$ cat config.mk
export PLATFORM = sky130hd
export DESIGN_NAME = wsp_view
export DESIGN_NICKNAME = d
export VERILOG_FILES = /design/src/rtl/wsp_pkg.sv /design/src/rtl/wsp_view.sv
export SDC_FILE = /design/constraint.sdc
export NUM_CORES = 2
export LEC_CHECK = 0
export BUFFER_PORTS_ARGS = -buffer_cell sky130_fd_sc_hd__buf_2
export CAP_MARGIN = 20
export CORE_MARGIN = 2
export CORE_UTILIZATION = 40
export CTS_BUF_LIST = sky130_fd_sc_hd__clkbuf_16
export CTS_CLUSTER_SIZE = 24
export DETAILED_ROUTE_END_ITERATION = 10
export PLACE_DENSITY = 0.53
export SKIP_LAST_GASP = 1
export SLEW_MARGIN = 20
export SYNTH_ARGS = -nofsm -noshare
export SYNTH_HDL_FRONTEND = slang
export SYNTH_SLANG_ARGS = --single-unit
$ cat constraint.sdc
create_clock -name clk -period 8.8 [get_ports clk]
set_clock_uncertainty 0.1 [all_clocks]
set_input_delay 0.88 -clock clk [delete_from_list [all_inputs] [get_ports clk]]
set_output_delay 0.88 -clock clk [all_outputs]
set_load 0.1 [all_outputs]
$ cat src/rtl/wsp_pkg.sv
// Shared types, constants and helper functions for the world-to-screen projection block.
`default_nettype none
package wsp_pkg;

  localparam int FRAC_BITS_DEF = 16;
  localparam int NUM_COEFS     = 12;
  localparam int CFG_IDX_W     = 3;
  localparam int CFG_DATA_W    = 31;

  // Transaction kinds.
  localparam logic FUNC_LOAD  = 1'b0;
  localparam logic FUNC_POINT = 1'b1;

  // Configuration register indexes.
  localparam logic [CFG_IDX_W-1:0] REG_WINDOW_LEFT   = 3'd0;
  localparam logic [CFG_IDX_W-1:0] REG_WINDOW_TOP    = 3'd1;
  localparam logic [CFG_IDX_W-1:0] REG_WINDOW_WIDTH  = 3'd2;
  localparam logic [CFG_IDX_W-1:0] REG_WINDOW_HEIGHT = 3'd3;
  localparam logic [CFG_IDX_W-1:0] REG_MIN_DEPTH     = 3'd4;

  localparam logic signed [15:0] WINDOW_LEFT_RST   = 16'sd0;
  localparam logic signed [15:0] WINDOW_TOP_RST    = 16'sd0;
  localparam logic [14:0]        WINDOW_WIDTH_RST  = 15'd1920;
  localparam logic [14:0]        WINDOW_HEIGHT_RST = 15'd1080;
  localparam logic [30:0]        MIN_DEPTH_RST     = 31'd655;

  typedef struct packed {
    logic               func;
    logic [3:0]         coef_index;
    logic signed [31:0] coef_value;
    logic signed [31:0] point_x;
    logic signed [31:0] point_y;
    logic signed [31:0] point_z;
  } in_item_t;

  typedef struct packed {
    logic               visible;
    logic signed [31:0] screen_x;
    logic signed [31:0] screen_y;
  } out_item_t;

  typedef struct packed {
    logic signed [15:0] window_left;
    logic signed [15:0] window_top;
    logic [14:0]        window_width;
    logic [14:0]        window_height;
  } view_cfg_t;

  function automatic logic signed [31:0] sat32(input logic signed [65:0] v);
    logic signed [31:0] r;
    if (v > 66'sh0_7FFF_FFFF) begin
      r = 32'sh7FFF_FFFF;
    end else if (v < -66'sh0_8000_0000) begin
      r = -32'sh8000_0000;
    end else begin
      r = v[31:0];
    end
    return r;
  endfunction

endpackage
`default_nettype wire

$ cat src/rtl/wsp_view.sv
// Viewport mapping of ndc values to window pixel coordinates, ending in the output register.
`default_nettype none
module wsp_view #(
  parameter int FRAC_BITS = wsp_pkg::FRAC_BITS_DEF
) (
  input  wire logic               clk,
  input  wire logic               rst,
  input  wire logic               en,
  input  wire logic               in_valid,
  input  wire logic               in_vis,
  input  wire logic signed [31:0] nx,
  input  wire logic signed [31:0] ny,
  input  wire wsp_pkg::view_cfg_t cfg,
  output logic                    out_valid,
  output wsp_pkg::out_item_t      out_item
);

  logic               v1;
  logic               vis1;
  logic signed [47:0] mx;
  logic signed [47:0] my;

  logic signed [65:0] half_w;
  logic signed [65:0] half_h;
  logic signed [65:0] one;
  logic signed [65:0] left2;
  logic signed [65:0] top2;
  logic signed [65:0] mx_e;
  logic signed [65:0] my_e;
  logic signed [65:0] tx;
  logic signed [65:0] ty;

  always_ff @(posedge clk) begin
    if (rst) begin
      v1        <= 1'b0;
      out_valid <= 1'b0;
    end else if (en) begin
      v1        <= in_valid;
      out_valid <= v1;
    end
  end

  always_comb begin
    half_w = $signed(66'(cfg.window_width >> 1)) <<< (FRAC_BITS + 1);
    half_h = $signed(66'(cfg.window_height >> 1)) <<< (FRAC_BITS + 1);
    one    = 66'sd1 <<< FRAC_BITS;
    left2  = 66'(cfg.window_left);
    left2  = left2 <<< (FRAC_BITS + 1);
    top2   = 66'(cfg.window_top);
    top2   = top2 <<< (FRAC_BITS + 1);
    mx_e   = 66'(mx);
    my_e   = 66'(my);
    // Both sums are twice the pixel position; halving with floor follows.
    tx     = half_w + mx_e + one + left2;
    ty     = half_h - my_e - one + top2;
  end

  always_ff @(posedge clk) begin
    if (en) begin
      vis1 <= in_vis;
      mx   <= nx * $signed({1'b0, cfg.window_width});
      my   <= ny * $signed({1'b0, cfg.window_height});
      out_item.visible <= vis1;
      if (vis1) begin
        out_item.screen_x <= wsp_pkg::sat32(tx >>> 1);
        out_item.screen_y <= wsp_pkg::sat32(ty >>> 1);
      end else begin
        out_item.screen_x <= '0;
        out_item.screen_y <= '0;
      end
    end
  end

endmodule
`default_nettype wire

Word level (Yosys, flattened, before mapping)

Cells that the tools add are included.

Logic and storage cells: 29
Memories: 0
Latch bits: 0
Memory bits (read-only): 0
Flip-flop bits (word level): 164
RAM bits: 0
Input bits: 131
Output and inout bits: 66

Divide/modulo/power cells: 0
Muxes and demuxes: 4
Shift operators: 0
Multiply operators: 2
Equal/unequal tests: 0
$add $sub $neg: 6
Reduce and logical (&&, ||, !) cells: 2
Magnitude comparators: 4
Bitwise gates (word level): 1

Operators with widths:

| operator                                                                           | number |
|---|---|
| 50-bit by 33-bit adder with 51-bit output                                          | 2 |
| 50-bit by 32-bit greater-than comparator with 1-bit output (second input constant) | 2 |
| 50-bit by 32-bit less-than comparator with 1-bit output (second input constant)    | 2 |
| 32-bit by 16-bit multiplier with 48-bit output                                     | 2 |
| 32-bit two-way mux                                                                 | 2 |
| 31-bit two-way mux                                                                 | 2 |
| 49-bit by 18-bit adder with 50-bit output (second input constant)                  | 1 |
| 49-bit by 18-bit subtractor with 50-bit output (second input constant)             | 1 |
| 32-bit by 48-bit adder with 49-bit output                                          | 1 |
| 32-bit by 48-bit subtractor with 49-bit output                                     | 1 |
| 2-bit OR reduction                                                                 | 2 |
| 1-bit inverter                                                                     | 1 |

Depth between registers and ports, before layout

Depth in word-level cells: 6
Mapped depth: 27
Mapped depth without buffers: 26

Worst setup path after synthesis

Ideal clock, no wire load.

Path kind: input to register
Start point: input cfg[16] (netlist name)
End point: register mx[47] (data pin)
Cell stages on the path: 23
Library setup time: 0.260 ns
Setup slack: 1.404 ns
Required time: 8.440 ns
Data arrival time: 7.036 ns
Buffers on the path: 1
Path through: clkbuf_1 -> nand2_1 -> fa_1 -> fa_1 -> fa_1 -> inv_1 -> fa_1 -> fa_1 -> inv_1 -> fa_1 -> inv_1 -> ha_1 -> a21o_1 -> a21o_1 -> a21o_1 -> a41o_1 -> a311o_1 -> a31o_2 -> a2111o_1 -> a21oi_1 -> o21ai_0 -> a21oi_1 -> xnor2_1

Cells in the longest elaborated chain, start to end: 1

RTL lines:

| item                                           | line           | RTL |
|---|---|---|
| start: declaration                             | wsp_view.sv:13 | `input wire wsp_pkg::view_cfg_t cfg,` |
| 32-bit by 16-bit multiplier with 48-bit output | wsp_view.sv:61 | `mx <= nx * $signed({1'b0, cfg.window_width});` |
| end signal: assignment                         | wsp_view.sv:61 |  |
| end: declaration                               | wsp_view.sv:20 | `logic signed [47:0] mx;` |

No other way between the ends.
A chain may end at the register's enable or synchronous reset.

Final worst setup path

Start point: input cfg[19] (netlist name)
End point: register mx[28] (data pin)

The elaborated chain is that of the path after synthesis.

==> flow_summary_export.csv <==
group,metric,value,unit
route,drt-total-wl,120,mm
synth,syn_area,0.0449,mm^2
floorplanning,core_area,0.111,mm^2
clocking,cts_tree,"built",
clocking,htree_levels,4,
synth,synth.area.top_cells,"fa_1 42%, edfxtp_1 11%, ha_1 10%",
cells_and_area,drive_gt1_share,6.26,%
placement,dp_hpwl,95.6,mm
clocking,cts.sinks,163,
global_routing,grt_max_degree,64,
critical_path,rrSetupSlack,3.02,ns
timing,rsz0062_at_grt,"no",
synth,ys_async_sr_fraction,0,%
route,routedWlPerCell,18.7,um
synth,synth_compound_gate_area_share,7.82,%
route,dr.pass1.iters,6,
clocking,post_cts_resized,0,
worst_hold_path,worstHoldPathType,"flop to flop",
critical_path,rr_worst_depth,15,
route,via_per_inst,5.00,
placement,numPortBuffers,196,
cells_and_area,multi_input_area,0.0351,mm^2
global_routing,grt_pass1_vias,34491,
synth,synthMuxAreaShare,0.114,%
synth,synth_edf_count,161,
synth,synth_top_area_share,41.8,%
synth,synth-adder-area-share,51.9,%
placement,gp_congestion,0.864,
status,status,"completed",
synth,postSynthAreaPerCell,9.25,um^2
critical_path,critPathArrivalTime,7.79,ns
clocking,clk_pin_slew,0.10,ns
timing,slew_violations,0,
route,first_iter_violations,1725,
synth,ys_seq_elements,163,
synth,post_synth_xor_area_fraction,3.24,%
timing,final.setup.tns,0,ns
floorplanning,die_y,339,um
floorplanning,start_util,40.4,%
route,drc,0,
clocking,numCtsBuffers,17,
floorplanning,die_area,0.115,mm^2
clocking,holdBufCountCts,0,
critical_path,worstSetupPathType,"input pin to flop",
floorplanning,pin_count,197,
placement,dpl_worst_slack,0.591,ns
timing,setup_viol,0,
timing,hold_violations,0,
floorplanning,fp-row-count,122,
timing,fmax,131,MHz
global_routing,grt-ovfl-total,0,
clocking,clock_path_buffers,2,
global_routing,grtUsageTotal,21.6,%
critical_path,cp-start-kind,"input pin",
worst_hold_path,hold_start,"out_valid$_SDFFE_PP0P_",
timing,slew_headroom,26.7,%
route,vias,32020,
critical_path,crit_required,8.97,ns
route,ant_nets,0,
job,drv_cap,0,
synth,yosysTopAreaCell,"fa_1",
synth,synthesis.nets,6281,
cells_and_area,regArea,0.00487,mm^2
synth,syn_inst,4852,
timing,layout_setup_ws,1.18,ns
synth,yosys.area_share.simple,15.2,%
critical_path,worstSetupEndpoint,"mx[28]$_DFFE_PP_",
cells_and_area,nNetsFinal,6337,
synth,yosysSeqAreaShare,10.9,%
synth,synthFlopType,"edfxtp_1",
synth,synth_cell_types,76,
clocking,cts_root_buf,"clkbuf_16",
critical_path,crit_fanout,20,
global_routing,grt_pass1_wl,193,mm
critical_path,critical_path.startpoint,"cfg[19]",
synth,ys_warn_count,0,
timing,finalCritPeriodShare,86.6,%
cells_and_area,syn_to_final_growth,6.64,%
timing,worstMarginPinSlew,1.09,ns
global_routing,antenna_found_initial,8,
critical_path,reg2reg_from,"my[29]$_DFFE_PP_",
cells_and_area,nFillCells,11069,
floorplanning,die_x,339,um
critical_path,r2r-end,"out_item[10]$_SDFFCE_PN0P_",
clocking,clk_latency,0.52,ns
critical_path,cp-end-kind,"flop",
timing,period_needed,7.62,ns
synth,synth_top_family_by_area,"adder cells",
clocking,post_cts_buffers,0,
-- worst max-delay path, stage by stage --
cell and delay (ns):
buf_2 0.28, and2_1 0.24, fa_1 0.53, inv_1 0.06, fa_1 0.51, fa_1 0.51
inv_1 0.04, ha_1 0.30, fa_1 0.53, inv_1 0.05, fa_1 0.52, inv_1 0.04
ha_1 0.34, a21oi_1 0.31, o21bai_1 0.13, a21o_1 0.19, a21oi_1 0.23, a31oi_1 0.21
a311o_1 0.50, a2111oi_0 0.72, o31a_1 0.30, nand2b_1 0.07, a21oi_1 0.18, xnor2_1 0.08
-- stage by stage --
stage	hold slack, ns	instance area, um^2	utilization, %	instances
2_1_floorplan	0.360	44900	-	4852
3_3_place_gp	0.377	47200	42.6	6377
3_5_place_dp	0.392	47200	42.6	6377
4_1_cts	0.372	47900	43.1	6409
5_1_grt	0.392	47900	43.1	6409
6_report	0.411	47900	43.1	6410
-- registers in the layout, summed over array words and instances (netlist names) --
| signal | flops |
|---|---|
| mx | 47 |
| my | 48 |
| out_item | 65 |
| out_valid | 1 |
| v1 | 1 |
| vis1 | 1 |
-- layer usage --
metal	part of all wire, %	track usage [%]
met1	45	29.1
met2	48	36.9
met3	4.8	2.73
met4	2.1	5.08
met5	0.021	0
-- cell families (layout without fill, tap and decap cells) --
group / Yosys count / after routing
and+or+nand+nor: 1370 / 1370
buffers and inverters: 1299 / 1368
adders and majority gates: 1298 / 1298
AOI/OAI and AO/OA: 551 / 551
xor gates and xnor gates: 166 / 166
DFF: 163 / 163
muxes: 5 / 5
other: 0 / 1
-- cell usage after synthesis, types with 5 or more instances --
cell type     n
nand4_1      24
a31oi_1      25
nor2_1       88
xnor2_1     102
or3_1         7
nand2b_1     24
o311ai_0      5
a211oi_1     11
ha_1        361
nand2_1     604
a21o_1       85
clkbuf_1    184
o21ai_2      17
edfxtp_1    161
fa_1        937
o21a_1       12
nand3_1      36
o211ai_1     11
o21ai_1      31
o21bai_1     23
a211o_1       5
a21oi_1     162
nor3_1       43
xor2_1       64
a41oi_1       5
and3_1       21
and2_1      460
a31o_2        6
or4_1         5
or2_2         6
nor4_1       13
o31a_1        6
inv_1      1105
nor2b_1      18
o21ai_0      97
o31ai_1       6
-- worst min-delay path by stage --
stage,endpoint,cells past startpoint
floorplan,v1$_SDFFE_PP0P_,2
global placement,out_valid$_SDFFE_PP0P_,2
detailed placement,out_valid$_SDFFE_PP0P_,2
CTS,v1$_SDFFE_PP0P_,2
global route,v1$_SDFFE_PP0P_,2
finish,out_valid$_SDFFE_PP0P_,2
-- layout make-up --
| type | count | area share [%] |
|---|---|---|
| Sequential cell | 163 | 10.2 |
| Inverter | 1105 | 8.67 |
| Antenna cell | 1 | 0.00523 |
| Clock inverter | 15 | 0.418 |
| Timing Repair Buffer | 231 | 2.61 |
| Clock buffer | 17 | 0.889 |
| Tap cell | 1488 | 3.89 |
| Multi-Input combinational cell | 3390 | 73.3 |
-- layout by cell type (no fill, tap or decap), types with 7 or more instances in the layout --
cell	n
a211oi_1	11
a21o_1	85
a21oi_1	162
a31oi_1	25
and2_1	460
and3_1	21
buf_2	195
buf_4	35
clkbuf_16	17
edfxtp_1	161
fa_1	937
ha_1	361
inv_1	1105
nand2_1	604
nand2b_1	24
nand3_1	36
nand4_1	24
nor2_1	88
nor2b_1	18
nor3_1	43
nor4_1	13
o211ai_1	11
o21a_1	12
o21ai_0	97
o21ai_1	30
o21ai_2	17
o21bai_1	23
or3_1	7
xnor2_1	102
xor2_1	64
Power is left out: the tool's default activity adds up to more than one toggle a clock period on the data nets, which glitch-free logic cannot reach.
